## config.mk

```make
export PLATFORM = sky130hd
export DESIGN_NAME = fragment_reassembly_tracker_flat
export DESIGN_NICKNAME = d
export VERILOG_FILES = /design/src/sv/frt_pkg.sv /design/src/sv/frt_if.sv /design/src/sv/fragment_reassembly_tracker.sv /design/src/flat_wrapper.sv
export SDC_FILE = /design/constraint.sdc
export NUM_CORES = 2
export LEC_CHECK = 0
export ABC_AREA = 1
export ABC_CLOCK_PERIOD_IN_PS = 6100
export BUFFER_PORTS_ARGS = -buffer_cell sky130_fd_sc_hd__buf_2
export CELL_PAD_IN_SITES_DETAIL_PLACEMENT = 0
export CELL_PAD_IN_SITES_GLOBAL_PLACEMENT = 2
export CORE_MARGIN = 10
export CORE_UTILIZATION = 30
export CTS_BUF_LIST = sky130_fd_sc_hd__clkbuf_4 sky130_fd_sc_hd__clkbuf_8
export DETAILED_ROUTE_END_ITERATION = 6
export PLACE_DENSITY_LB_ADDON = 0.25
export SETUP_SLACK_MARGIN = 0.5
export SYNTH_ARGS = -nofsm -noshare
export SYNTH_HDL_FRONTEND = slang
export SYNTH_SLANG_ARGS = --single-unit
```

## constraint.sdc

```tcl
create_clock -name clk -period 6.1 [get_ports clk]
set_input_delay 0.305 -clock clk [delete_from_list [all_inputs] [get_ports clk]]
set_output_delay 0.305 -clock clk [all_outputs]
set_load 0.005 [all_outputs]
```

## src/sv/frt_pkg.sv

```systemverilog
// ----------------------------------------------------------------------------
// frt_pkg
// Shared types and constants for the fragment reassembly tracker.
// ----------------------------------------------------------------------------
package frt_pkg;

  localparam int MAX_FRAGMENTS_DEF = 64;

  localparam int SEQ_W   = 16;
  localparam int IDX_W   = 8;
  localparam int PLEN_W  = 16;
  localparam int MAGIC_W = 8;
  localparam int HLEN_W  = 32;
  localparam int TIME_W  = 32;
  localparam int FRAME_W = 24;
  localparam int SIZE_W  = 16;
  localparam int SKIP_W  = 4;
  localparam int MS_W    = 23;

  localparam int CFG_DATA_W = 32;
  localparam int CFG_ADDR_W = 4;

  localparam logic [PLEN_W-1:0] HDR_BYTES       = 16'd4;
  localparam logic [PLEN_W-1:0] FRAME_HDR_BYTES = 16'd5;
  localparam logic [SKIP_W-1:0] SKIP_FIRST      = 4'd9;
  localparam logic [SKIP_W-1:0] SKIP_OTHER      = 4'd4;

  localparam logic [FRAME_W-1:0] FRAME_MAX_RST   = 24'd65536;
  localparam logic [SIZE_W-1:0]  FRAG_SIZE_RST   = 16'd1024;
  localparam logic [SIZE_W-1:0]  FIRST_DATA_RST  = 16'd1019;
  localparam logic [MAGIC_W-1:0] FRAME_MAGIC_RST = 8'd0;

  // us -> ms: drop 3 bits, then multiply by ceil(2^36 / 125)
  localparam int PRE_SHIFT = 3;
  localparam int DIV_W     = TIME_W - PRE_SHIFT;
  localparam int RECIP_W   = 30;
  localparam int RECIP_SH  = 36;
  localparam int PROD_W    = DIV_W + RECIP_W;
  localparam logic [RECIP_W-1:0] RECIP_125 = 30'd549755814;

  typedef enum logic [1:0] {
    ST_DISCARD  = 2'd0,
    ST_PARTIAL  = 2'd1,
    ST_COMPLETE = 2'd2
  } status_t;

  typedef enum logic [1:0] {
    REG_FRAME_MAX   = 2'd0,
    REG_FRAG_SIZE   = 2'd1,
    REG_FIRST_DATA  = 2'd2,
    REG_FRAME_MAGIC = 2'd3
  } reg_idx_t;

endpackage

```

## src/sv/frt_if.sv

```systemverilog
// ----------------------------------------------------------------------------
// frt_if
// Valid/ready channels for header summaries in and tracker results out.
// ----------------------------------------------------------------------------
interface frt_in_if import frt_pkg::*; ();
  logic               valid;
  logic               ready;
  logic [SEQ_W-1:0]   seq_num;
  logic [IDX_W-1:0]   frag_index;
  logic [IDX_W-1:0]   frag_total;
  logic [PLEN_W-1:0]  pkt_length;
  logic [MAGIC_W-1:0] magic_byte;
  logic [HLEN_W-1:0]  header_frame_len;
  logic [TIME_W-1:0]  now_us;

  modport source (
    output valid, seq_num, frag_index, frag_total, pkt_length, magic_byte,
           header_frame_len, now_us,
    input  ready
  );
  modport sink (
    input  valid, seq_num, frag_index, frag_total, pkt_length, magic_byte,
           header_frame_len, now_us,
    output ready
  );
endinterface

interface frt_out_if import frt_pkg::*; ();
  logic               valid;
  logic               ready;
  status_t            status;
  logic               copy_valid;
  logic [FRAME_W-1:0] copy_offset;
  logic [SKIP_W-1:0]  copy_skip;
  logic [PLEN_W-1:0]  copy_length;
  logic [FRAME_W-1:0] done_frame_len;
  logic [MS_W-1:0]    transfer_ms;

  modport source (
    output valid, status, copy_valid, copy_offset, copy_skip, copy_length,
           done_frame_len, transfer_ms,
    input  ready
  );
  modport sink (
    input  valid, status, copy_valid, copy_offset, copy_skip, copy_length,
           done_frame_len, transfer_ms,
    output ready
  );
endinterface

```

## src/sv/fragment_reassembly_tracker.sv

```systemverilog
// ----------------------------------------------------------------------------
// fragment_reassembly_tracker
// Each input beat passes the input reg, the update reg and the output reg
// to its result beat; one beat per cycle is sustained while downstream is
// ready. Ready follows downstream ready through the stages.
// Reset (synchronous, rst_n low) empties the pipe, clears tracking state and
// loads the register defaults.
// ----------------------------------------------------------------------------
module fragment_reassembly_tracker
  import frt_pkg::*;
#(
  parameter int MAX_FRAGMENTS = MAX_FRAGMENTS_DEF
) (
  input  logic                  clk,
  input  logic                  rst_n,
  frt_in_if.sink                in_ch,
  frt_out_if.source             out_ch,
  input  logic                  psel,
  input  logic                  penable,
  input  logic                  pwrite,
  input  logic [CFG_ADDR_W-1:0] paddr,
  input  logic [CFG_DATA_W-1:0] pwdata,
  output logic [CFG_DATA_W-1:0] prdata,
  output logic                  pready
);

  localparam int BMP_W = MAX_FRAGMENTS;
  localparam int TOT_W = $clog2(MAX_FRAGMENTS + 1);

  // configuration
  logic [FRAME_W-1:0] frame_max_r;
  logic [SIZE_W-1:0]  frag_size_r;
  logic [SIZE_W-1:0]  first_data_r;
  logic [MAGIC_W-1:0] frame_magic_r;
  reg_idx_t           reg_idx;
  logic               cfg_wr;

  assign pready  = 1'b1;
  assign reg_idx = reg_idx_t'(paddr[CFG_ADDR_W-1:2]);
  assign cfg_wr  = psel && penable && pwrite;

  always_ff @(posedge clk) begin
    if (!rst_n) begin
      frame_max_r   <= FRAME_MAX_RST;
      frag_size_r   <= FRAG_SIZE_RST;
      first_data_r  <= FIRST_DATA_RST;
      frame_magic_r <= FRAME_MAGIC_RST;
    end else if (cfg_wr) begin
      unique case (reg_idx)
        REG_FRAME_MAX:   frame_max_r   <= pwdata[FRAME_W-1:0];
        REG_FRAG_SIZE:   frag_size_r   <= pwdata[SIZE_W-1:0];
        REG_FIRST_DATA:  first_data_r  <= pwdata[SIZE_W-1:0];
        REG_FRAME_MAGIC: frame_magic_r <= pwdata[MAGIC_W-1:0];
        default: ;
      endcase
    end
  end

  always_comb begin
    unique case (reg_idx)
      REG_FRAME_MAX:   prdata = CFG_DATA_W'(frame_max_r);
      REG_FRAG_SIZE:   prdata = CFG_DATA_W'(frag_size_r);
      REG_FIRST_DATA:  prdata = CFG_DATA_W'(first_data_r);
      REG_FRAME_MAGIC: prdata = CFG_DATA_W'(frame_magic_r);
      default:         prdata = '0;
    endcase
  end

  // pipeline flow
  logic s1_v_r, s2_v_r, out_v_r;
  logic s1_free, s2_free, s3_free, s1_move, s2_move;

  assign s3_free     = !out_v_r || out_ch.ready;
  assign s2_move     = s2_v_r && s3_free;
  assign s2_free     = !s2_v_r || s3_free;
  assign s1_move     = s1_v_r && s2_free;
  assign s1_free     = !s1_v_r || s2_free;
  assign in_ch.ready = s1_free;

  always_ff @(posedge clk) begin
    if (!rst_n) begin
      s1_v_r  <= 1'b0;
      s2_v_r  <= 1'b0;
      out_v_r <= 1'b0;
    end else begin
      if (s1_free) s1_v_r <= in_ch.valid;
      if (s2_free) s2_v_r <= s1_v_r;
      if (s3_free) out_v_r <= s2_v_r;
    end
  end

  // stage 1: input register, fragment offset worked out on entry
  logic [SEQ_W-1:0]   s1_seq_r;
  logic [IDX_W-1:0]   s1_fi_r;
  logic [IDX_W-1:0]   s1_total_r;
  logic [PLEN_W-1:0]  s1_plen_r;
  logic [MAGIC_W-1:0] s1_magic_r;
  logic [HLEN_W-1:0]  s1_hlen_r;
  logic [TIME_W-1:0]  s1_now_r;
  logic [FRAME_W-1:0] s1_off_r;
  logic [IDX_W-1:0]   in_fi_m1;
  logic [FRAME_W-1:0] in_off;

  assign in_fi_m1 = in_ch.frag_index - IDX_W'(1);
  assign in_off   = FRAME_W'(first_data_r) + FRAME_W'(in_fi_m1) * FRAME_W'(frag_size_r);

  always_ff @(posedge clk) begin
    if (s1_free && in_ch.valid) begin
      s1_seq_r   <= in_ch.seq_num;
      s1_fi_r    <= in_ch.frag_index;
      s1_total_r <= in_ch.frag_total;
      s1_plen_r  <= in_ch.pkt_length;
      s1_magic_r <= in_ch.magic_byte;
      s1_hlen_r  <= in_ch.header_frame_len;
      s1_now_r   <= in_ch.now_us;
      s1_off_r   <= in_off;
    end
  end

  // tracking state
  logic [SEQ_W-1:0]   cur_seq_r,   cur_seq_nxt;
  logic [TOT_W-1:0]   cur_total_r, cur_total_nxt;
  logic [BMP_W-1:0]   rx_bitmap_r, rx_bitmap_nxt;
  logic [FRAME_W-1:0] cur_flen_r,  cur_flen_nxt;
  logic [TIME_W-1:0]  start_us_r,  start_us_nxt;

  // stage 2 results
  status_t            s2_status_r,  s2_status_nxt;
  logic               s2_copy_r,    s2_copy_nxt;
  logic [FRAME_W-1:0] s2_offset_r,  s2_offset_nxt;
  logic [SKIP_W-1:0]  s2_skip_r,    s2_skip_nxt;
  logic [PLEN_W-1:0]  s2_length_r,  s2_length_nxt;
  logic [FRAME_W-1:0] s2_flen_r,    s2_flen_nxt;
  logic [TIME_W-1:0]  s2_elapsed_r, s2_elapsed_nxt;

  logic               hdr_bad, restart, bad0, oversize, oob;
  logic [PLEN_W-1:0]  dlen, len;
  logic [FRAME_W-1:0] off;
  logic [SKIP_W-1:0]  skip;
  logic [BMP_W-1:0]   full_mask, base_bmp;
  logic [TIME_W-1:0]  base_start;

  always_comb begin
    cur_seq_nxt    = cur_seq_r;
    cur_total_nxt  = cur_total_r;
    rx_bitmap_nxt  = rx_bitmap_r;
    cur_flen_nxt   = cur_flen_r;
    start_us_nxt   = start_us_r;
    s2_status_nxt  = ST_DISCARD;
    s2_copy_nxt    = 1'b0;
    s2_offset_nxt  = '0;
    s2_skip_nxt    = '0;
    s2_length_nxt  = '0;
    s2_flen_nxt    = '0;
    s2_elapsed_nxt = '0;

    for (int i = 0; i < BMP_W; i++) begin
      full_mask[i] = (IDX_W'(i) < s1_total_r);
    end

    dlen    = s1_plen_r - HDR_BYTES;
    hdr_bad = (s1_plen_r < HDR_BYTES) || (s1_total_r == '0) ||
              (s1_fi_r >= s1_total_r) || (s1_total_r > IDX_W'(MAX_FRAGMENTS));
    restart = (cur_total_r == '0) || (s1_seq_r != cur_seq_r) ||
              (s1_total_r != IDX_W'(cur_total_r));

    base_bmp   = restart ? '0 : rx_bitmap_r;
    base_start = restart ? s1_now_r : start_us_r;
    bad0       = 1'b0;
    oversize   = 1'b0;

    if (s1_fi_r == '0) begin
      bad0     = (dlen < FRAME_HDR_BYTES) || (s1_magic_r != frame_magic_r);
      oversize = s1_hlen_r > HLEN_W'(frame_max_r);
      off      = '0;
      len      = dlen - FRAME_HDR_BYTES;
      skip     = SKIP_FIRST;
    end else begin
      off      = s1_off_r;
      len      = dlen;
      skip     = SKIP_OTHER;
    end
    oob = ({1'b0, off} + (FRAME_W + 1)'(len)) > {1'b0, frame_max_r};

    if (!hdr_bad) begin
      if (restart) begin
        cur_seq_nxt   = s1_seq_r;
        cur_total_nxt = s1_total_r[TOT_W-1:0];
        rx_bitmap_nxt = '0;
        cur_flen_nxt  = '0;
        start_us_nxt  = s1_now_r;
      end
      if (s1_fi_r == '0 && !bad0) begin
        if (oversize) cur_total_nxt = '0;
        else cur_flen_nxt = s1_hlen_r[FRAME_W-1:0];
      end
      if (!bad0 && !oversize && !oob) begin
        rx_bitmap_nxt = base_bmp | (BMP_W'(1) << s1_fi_r);
        s2_copy_nxt   = 1'b1;
        s2_offset_nxt = off;
        s2_skip_nxt   = skip;
        s2_length_nxt = len;
        if (rx_bitmap_nxt == full_mask) begin
          s2_status_nxt  = ST_COMPLETE;
          s2_flen_nxt    = cur_flen_nxt;
          s2_elapsed_nxt = s1_now_r - base_start;
          cur_total_nxt  = '0;
        end else begin
          s2_status_nxt  = ST_PARTIAL;
        end
      end
    end
  end

  always_ff @(posedge clk) begin
    if (!rst_n) begin
      cur_seq_r   <= '0;
      cur_total_r <= '0;
      rx_bitmap_r <= '0;
      cur_flen_r  <= '0;
      start_us_r  <= '0;
    end else if (s1_move) begin
      cur_seq_r   <= cur_seq_nxt;
      cur_total_r <= cur_total_nxt;
      rx_bitmap_r <= rx_bitmap_nxt;
      cur_flen_r  <= cur_flen_nxt;
      start_us_r  <= start_us_nxt;
    end
  end

  always_ff @(posedge clk) begin
    if (s1_move) begin
      s2_status_r  <= s2_status_nxt;
      s2_copy_r    <= s2_copy_nxt;
      s2_offset_r  <= s2_offset_nxt;
      s2_skip_r    <= s2_skip_nxt;
      s2_length_r  <= s2_length_nxt;
      s2_flen_r    <= s2_flen_nxt;
      s2_elapsed_r <= s2_elapsed_nxt;
    end
  end

  // stage 3: us to ms by reciprocal multiply, output register
  logic [PROD_W-1:0]  ms_prod;
  status_t            out_status_r;
  logic               out_copy_r;
  logic [FRAME_W-1:0] out_offset_r;
  logic [SKIP_W-1:0]  out_skip_r;
  logic [PLEN_W-1:0]  out_length_r;
  logic [FRAME_W-1:0] out_flen_r;
  logic [MS_W-1:0]    out_ms_r;

  assign ms_prod = PROD_W'(s2_elapsed_r[TIME_W-1:PRE_SHIFT]) * PROD_W'(RECIP_125);

  always_ff @(posedge clk) begin
    if (s2_move) begin
      out_status_r <= s2_status_r;
      out_copy_r   <= s2_copy_r;
      out_offset_r <= s2_offset_r;
      out_skip_r   <= s2_skip_r;
      out_length_r <= s2_length_r;
      out_flen_r   <= s2_flen_r;
      out_ms_r     <= ms_prod[RECIP_SH +: MS_W];
    end
  end

  assign out_ch.valid          = out_v_r;
  assign out_ch.status         = out_status_r;
  assign out_ch.copy_valid     = out_copy_r;
  assign out_ch.copy_offset    = out_offset_r;
  assign out_ch.copy_skip      = out_skip_r;
  assign out_ch.copy_length    = out_length_r;
  assign out_ch.done_frame_len = out_flen_r;
  assign out_ch.transfer_ms    = out_ms_r;

`ifndef NO_ASSERTIONS
  a_stall_full: assert property (@(posedge clk) disable iff (!rst_n)
    !in_ch.ready |-> (s1_v_r && s2_v_r && out_v_r))
    else $error("input stalled with a bubble in the pipe");

  a_total_range: assert property (@(posedge clk) disable iff (!rst_n)
    cur_total_r <= TOT_W'(MAX_FRAGMENTS))
    else $error("tracked fragment count out of range");

  a_complete_idle: assert property (@(posedge clk) disable iff (!rst_n)
    (s1_move && s2_status_nxt == ST_COMPLETE) |=> (cur_total_r == '0))
    else $error("tracker not idle after frame complete");

  a_partial_zero: assert property (@(posedge clk) disable iff (!rst_n)
    (out_v_r && out_status_r != ST_COMPLETE) |-> (out_ms_r == '0 && out_flen_r == '0))
    else $error("completion fields set on non-complete beat");

  a_discard_zero: assert property (@(posedge clk) disable iff (!rst_n)
    (out_v_r && out_status_r == ST_DISCARD) |->
      (!out_copy_r && out_length_r == '0 && out_offset_r == '0 && out_skip_r == '0))
    else $error("copy command on discarded beat");
`endif

endmodule
```

## src/flat_wrapper.sv

```systemverilog
// flat-port wrapper written by rule: the top's interface ports become plain ports
module fragment_reassembly_tracker_flat import frt_pkg::*;
#(
  parameter int MAX_FRAGMENTS = MAX_FRAGMENTS_DEF
)
  (clk, rst_n, psel, penable, pwrite, paddr, pwdata, prdata, pready, in_ch_valid, in_ch_seq_num, in_ch_frag_index, in_ch_frag_total, in_ch_pkt_length, in_ch_magic_byte, in_ch_header_frame_len, in_ch_now_us, in_ch_ready, out_ch_valid, out_ch_status, out_ch_copy_valid, out_ch_copy_offset, out_ch_copy_skip, out_ch_copy_length, out_ch_done_frame_len, out_ch_transfer_ms, out_ch_ready);
  frt_in_if in_ch_i ();
  frt_out_if out_ch_i ();
  input  logic clk;
  input  logic rst_n;
  input  logic psel;
  input  logic penable;
  input  logic pwrite;
  input  logic [CFG_ADDR_W-1:0] paddr;
  input  logic [CFG_DATA_W-1:0] pwdata;
  output logic [CFG_DATA_W-1:0] prdata;
  output logic pready;
  input wire logic [$bits(in_ch_i.valid)-1:0] in_ch_valid;
  input wire logic [$bits(in_ch_i.seq_num)-1:0] in_ch_seq_num;
  input wire logic [$bits(in_ch_i.frag_index)-1:0] in_ch_frag_index;
  input wire logic [$bits(in_ch_i.frag_total)-1:0] in_ch_frag_total;
  input wire logic [$bits(in_ch_i.pkt_length)-1:0] in_ch_pkt_length;
  input wire logic [$bits(in_ch_i.magic_byte)-1:0] in_ch_magic_byte;
  input wire logic [$bits(in_ch_i.header_frame_len)-1:0] in_ch_header_frame_len;
  input wire logic [$bits(in_ch_i.now_us)-1:0] in_ch_now_us;
  output wire logic [$bits(in_ch_i.ready)-1:0] in_ch_ready;
  output wire logic [$bits(out_ch_i.valid)-1:0] out_ch_valid;
  output wire logic [$bits(out_ch_i.status)-1:0] out_ch_status;
  output wire logic [$bits(out_ch_i.copy_valid)-1:0] out_ch_copy_valid;
  output wire logic [$bits(out_ch_i.copy_offset)-1:0] out_ch_copy_offset;
  output wire logic [$bits(out_ch_i.copy_skip)-1:0] out_ch_copy_skip;
  output wire logic [$bits(out_ch_i.copy_length)-1:0] out_ch_copy_length;
  output wire logic [$bits(out_ch_i.done_frame_len)-1:0] out_ch_done_frame_len;
  output wire logic [$bits(out_ch_i.transfer_ms)-1:0] out_ch_transfer_ms;
  input wire logic [$bits(out_ch_i.ready)-1:0] out_ch_ready;
  assign in_ch_i.valid = in_ch_valid;
  assign in_ch_i.seq_num = in_ch_seq_num;
  assign in_ch_i.frag_index = in_ch_frag_index;
  assign in_ch_i.frag_total = in_ch_frag_total;
  assign in_ch_i.pkt_length = in_ch_pkt_length;
  assign in_ch_i.magic_byte = in_ch_magic_byte;
  assign in_ch_i.header_frame_len = in_ch_header_frame_len;
  assign in_ch_i.now_us = in_ch_now_us;
  assign in_ch_ready = in_ch_i.ready;
  assign out_ch_valid = out_ch_i.valid;
  assign out_ch_status = out_ch_i.status;
  assign out_ch_copy_valid = out_ch_i.copy_valid;
  assign out_ch_copy_offset = out_ch_i.copy_offset;
  assign out_ch_copy_skip = out_ch_i.copy_skip;
  assign out_ch_copy_length = out_ch_i.copy_length;
  assign out_ch_done_frame_len = out_ch_i.done_frame_len;
  assign out_ch_transfer_ms = out_ch_i.transfer_ms;
  assign out_ch_i.ready = out_ch_ready;
  fragment_reassembly_tracker #(.MAX_FRAGMENTS(MAX_FRAGMENTS)) u_core (.clk(clk), .rst_n(rst_n), .in_ch(in_ch_i), .out_ch(out_ch_i), .psel(psel), .penable(penable), .pwrite(pwrite), .paddr(paddr), .pwdata(pwdata), .prdata(prdata), .pready(pready));
endmodule
```

# Yosys cells after proc, flatten, opt, wreduce, memory -nomap -nowiden
# Cells that the tools add are included.
[op_classes]
mux = 19
n_eq_ne = 7
addsub = 6
div = 0
order_cmp = 70
n_reduce_logical = 35
n_shift = 1
bitwise = 4
multipliers = 2
[op_table]
columns = ["op", "n"]
rows = [
  ["$lt 6x8->1 const A", 32],
  ["$lt 5x8->1 const A", 16],
  ["$mux 64", 2],
  ["$pmux 32 s4", 1],
  ["$mux 24", 4],
  ["$eq 64x64->1", 1],
  ["$lt 4x8->1 const A", 8],
  ["$or 64x64->64", 1],
  ["$shl 1x8->64 const A", 1],
  ["$mul 29x29->58 const B", 1],
  ["$mux 7", 5],
  ["$gt 32x24->1", 1],
  ["$lt 16x3->1 const B", 2],
  ["$lt 3x8->1 const A", 4],
  ["$mux 32", 1],
  ["$sub 16x3->16 const B", 2],
  ["$sub 32x32->32", 1],
  ["$add 24x16->25", 1],
  ["$gt 25x24->1", 1],
  ["$add 16x24->24", 1],
  ["$mul 8x16->24", 1],
  ["$logic_not 8->1", 2],
  ["$lt 1x8->1 const A", 2],
  ["$lt 2x8->1 const A", 2],
  ["other kinds (22)", 51],
]
[totals]
ramBits = 0
latchBits = 0
romBits = 0
ff_bits = 551
wordCells = 178
in_bits = 163
n_memories = 0

# Longest topological paths before layout
[logic_depth]
word_depth = 9
depth_mapped = 43
mapped_depth_nobuf = 42

# Worst setup path before layout
# Ideal clock, no wire load.
[synth_path]
path_type = "register -> register"
start = "reg u_core.s2_elapsed_r[16]"
end = "reg u_core.out_ms_r[21] (netlist: u_core.out_ch.transfer_ms[21]) (data pin)"
synth_period_minus_slack_ps = 6268
path_stages_with_launch = 29
setup_slack_ps = -168
arrival_time_ps = 6009
setup_time_ps = 259
cell_sequence = "edfxtp_1 > ha_1 > inv_1 > fa_1 > inv_1 > ha_1 > inv_1 > fa_1 > inv_1 > fa_1 > inv_1 > fa_1 > inv_1 > fa_1 > fa_1 > ha_1 > nand2_1 > nand2_1 > a31oi_1 > o21ai_0 > a21oi_1 > nand3_1 > a21o_1 > nand2_1 > nand2_1 > a21oi_1 > o21ai_0 > nand2_1 > nand2_1"
[synth_between]
elab_chain_cells = 1
[synth_rtl]
columns = ["element", "line_no", "rtl"]
rows = [
  ["start, declared", "fragment_reassembly_tracker.sv:134", "logic [TIME_W-1:0] s2_elapsed_r, s2_elapsed_nxt;"],
  ["start signal, assigned", "fragment_reassembly_tracker.sv:239", "s2_elapsed_r <= s2_elapsed_nxt;"],
  ["$mul 29x29->58", "fragment_reassembly_tracker.sv:253", "assign ms_prod = PROD_W'(s2_elapsed_r[TIME_W-1:PRE_SHIFT]) * PROD_W'(RECIP_125);"],
  ["named net u_core.ms_prod[57]", "fragment_reassembly_tracker.sv:244", "logic [PROD_W-1:0] ms_prod;"],
  ["end signal, assigned", "fragment_reassembly_tracker.sv:263", "out_ms_r <= ms_prod[RECIP_SH +: MS_W];"],
  ["end, declared", "fragment_reassembly_tracker.sv:251", "logic [MS_W-1:0] out_ms_r;"],
]
# The timed path passes the listed nets, and every way through them passes these cells.
# A chain may end at the register's enable or synchronous reset.

# Worst setup path in the final report
[layout_path]
start = "reg u_core.s2_elapsed_r[20]"
end = "reg u_core.out_ms_r[21] (netlist: u_core.out_ch.transfer_ms[21]) (data pin)"
# Same word-level chain as after synthesis.

==> results.tsv <==
metric	value	unit
Worst Skew	78.7	ps
worst vdd ir	0.154	mV
H-Tree Depth	3	
die height	413	µm
FF-to-FF Start	u_core.s2_elapsed_r[20]	
Top FF cell, synth	edfxtp_1	
flops & latches, synth	544	
Post-synth EDFFs	334	
met3 Track Usage GR	3.37	%
CP required	6660	ps
status	complete, but fails checks	
vias in the first global route	40300	
Worst R2R Path Depth	29	
Synth Instances	5520	
crit-path max cell delay	530	ps
worst path arrival time	6900	ps
fin crit share	104	%
pins over their slew limit	0	
fillers	15800	
failing checks	negative setup slack	
crit path kind	reg -> reg	
clk slew on worst S/H paths	60	ps
CTS root buffer	clkbuf_8	
asr flop ratio synth	0	%
HPWL Detailed	134000	µm
wire per inst	20.2	µm
Rows	144	
# port buffers	271	
CTS Buffer Depth	3	
met2 Usage GRT	33.5	%
Post-Route WL	171000	µm
Residual DRC	0	
Final Hold Viols	0	
Die X	413	µm
Critical Path End	u_core.out_ch.transfer_ms[21]	
crit-path max FO	6	
initial antenna violation count	12	
syn_area_per_cell	8.38	µm²
FMAX	0.158	GHz
post-synthesis sequential area ratio	30.8	%
global-route wire length before repair	254000	µm
# IOs	292	
CP max-delay cell	fa_1	
non-filler instance count after layout	8497	
most used routing layer	met2	
share of cells above drive strength 1	21.1	%
number of buffers created by CTS	103	
leakage	28.0	nW
Placed Cells	8044	
Final nets	7400	
GRT Overall Usage	19.7	%
antenna viol nets, final	0	
initial DRC count	2064	
Worst-Skew Late Latency	850	ps
Max-Cap Viols	0	
R2R Path End	u_core.out_ch.transfer_ms[21]	
crit start category	flip-flop	
Syn-to-layout area delta	29.4	%
final setup vio count	22	
slew at the pin closest to its max-slew limit	1250	ps
First-pass DRT Iterations	5	
routability-driven placement congestion ratio	0.906	
met1 Track Usage GR	25.2	%
Synth warnings	0	
Power Density	217	nW/µm²
Critical Path End Type	flip-flop	
Clock Sink Count	544	
Worst Setup SP	u_core.s2_elapsed_r[20]	
Hold WC Path Type	in -> reg	
die area	170000	µm²
Area after DPL	52800	µm²
routed vias	39300	
pre-CTS WS	-413	ps
RSZ-0062 raised after global routing	true	
Slew HR	16.6	%
Via density	4.62	
r2r setup slk	-240	ps
CTS tree	done	
pin count of the biggest net entering global routing	145	
Distinct cells, synth	54	
Syn Std Cell Area	46300	µm²
post-layout min period	6340	ps
starting density of the core	30.1	%
Core ar.	154000	µm²
PnR worst setup slack	-244	ps
Final Instance Area	59800	µm²
remaining global-route overflow	0	
[flip-flops by register name, indices dropped and copies added (netlist names), 23 cells and up]
signal / count
u_core.start_us_r: 32
u_core.s1_off_r: 24
u_core.s2_flen_r: 24
u_core.out_ch.done_frame_len: 24
u_core.s1_now_r: 32
u_core.s1_hlen_r: 32
u_core.frame_max_r: 24
u_core.s2_offset_r: 24
u_core.out_ch.copy_offset: 24
u_core.rx_bitmap_r: 64
u_core.cur_flen_r: 24
u_core.out_ch.transfer_ms: 23
u_core.s2_elapsed_r: 29
[synthesized netlist by cell type (9+ instances only)]
cell,number,area [µm²]
edfxtp_1,334,10000
buf_2,28,140
xor2_1,74,648
o21a_1,40,300
nor2_1,534,2000
or2_2,9,56.3
nand3b_1,36,270
nand2_1,956,3590
buf_6,9,101
ha_1,514,6430
o21bai_1,11,82.6
inv_2,10,37.5
nand3_1,205,1030
o211ai_1,16,120
nor4_1,11,68.8
inv_1,1102,4140
o21ai_0,290,1450
a21oi_1,417,2090
nand4_1,22,138
buf_1,16,60.1
a21oi_2,11,96.3
nor3_1,25,125
buf_4,13,97.6
clkbuf_1,95,357
fa_1,366,7330
a31oi_1,47,294
xnor2_1,41,359
a21boi_0,12,90.1
dfxtp_1,210,4200
o221ai_1,11,96.3
[cell type report]
class / instances / area, µm² / share of cell area (%)
repair buffers: 885 / 6940 / 11.6
well taps: 2044 / 2560 / 4.27
diodes: 7 / 17.5 / 0.0293
clock buffers: 134 / 1710 / 2.85
multi-input cells: 3705 / 29600 / 49.5
inverters: 1118 / 4210 / 7.04
flip-flops and latches: 544 / 14200 / 23.8
clock inverters: 60 / 539 / 0.901
[where the power goes]
part / leakage (nW) / switching, mW / internal [mW]
logic: 21.9 / 2.68 / 2.13
clock network: 1.17 / 1.82 / 2.19
registers: 4.99 / 0.104 / 4.09
total: 28.0 / 4.60 / 8.41
[timing repair]
action,in CTS,in global routing
hold buffers,147,0
pin swaps,49,131
endpoints found under the setup margin,192,197
setup buffers,49,46
hold endpoints to repair,228,0
gates cloned,6,4
gates resized for setup,270,242
[worst max-delay path: cells and delay by family (launching register included)]
kind                       cells  cell delay, ps
adders and majority gates      9            3770
and+or+nand+nor                8             830
buffers and inverters          9             680
AOI/OAI and AO/OA              3             400
DFF                            1             380
[through the flow]
stage                     total power [mW]  hold slack, ps  TNS [ps]  util (%)
after floorplan                       6.58             400         0         -
after global placement                8.24             400    -18350      34.3
after detailed placement              8.24             405    -17380      34.3
after CTS                             12.9            9.36     -3920      37.9
after global routing                  13.8            92.1     -8450      38.9
final                                 13.0            93.3     -3120      38.9
[cell usage in the layout, fill, tap and decap left out, types with 31 or more instances in the layout]
cell type	count
nor2_2	32
nand3_1	189
xnor2_1	39
inv_1	1066
dfxtp_1	210
edfxtp_1	334
buf_2	270
o21ai_0	261
o21a_1	39
buf_4	397
a21oi_2	41
xor2_1	57
ha_4	67
nand2_1	904
nor2_1	457
nand2_2	37
dlygate4sd3_1	147
a31oi_1	31
ha_1	442
nand3b_1	36
clkbuf_8	112
nor2_4	55
fa_1	337
inv_2	42
a21oi_1	367
buf_6	36
[logic make-up after synthesis]
kind of cell | share of synthesized area (%)
AND/OR/NAND/NOR | 16.2
flip-flops | 30.8
adder cells (fa/ha/maj) | 29.7
AO/OA/AOI/OAI | 10.4
XOR/XNOR | 2.18
buffers and inverters | 10.7
other | 0.0162
[how the worst min path moves through the flow]
stage	from	to	slack [ps]	cells past startpoint
2_1_floorplan	u_core.s2_length_r[0]	u_core.out_ch.copy_length[0]	400	0
3_3_place_gp	u_core.s2_offset_r[1]	u_core.out_ch.copy_offset[1]	400	0
3_5_place_dp	u_core.s2_flen_r[17]	u_core.out_ch.done_frame_len[17]	400	0
4_1_cts	paddr[2]	u_core.frame_magic_r[2]	9	5
5_1_grt	penable	u_core.frag_size_r[10]	90	4
6_report	paddr[3]	u_core.frame_magic_r[3]	90	5
[metal layers]
metal  vias to the layer above  part of all wire, %
met5                         -                0.011
met4                         2                  3.6
met3                       240                  4.8
met2                       805                   48
met1                     18900                   44
li1                      19300                    -
Power figures use the tool's default switching activity.
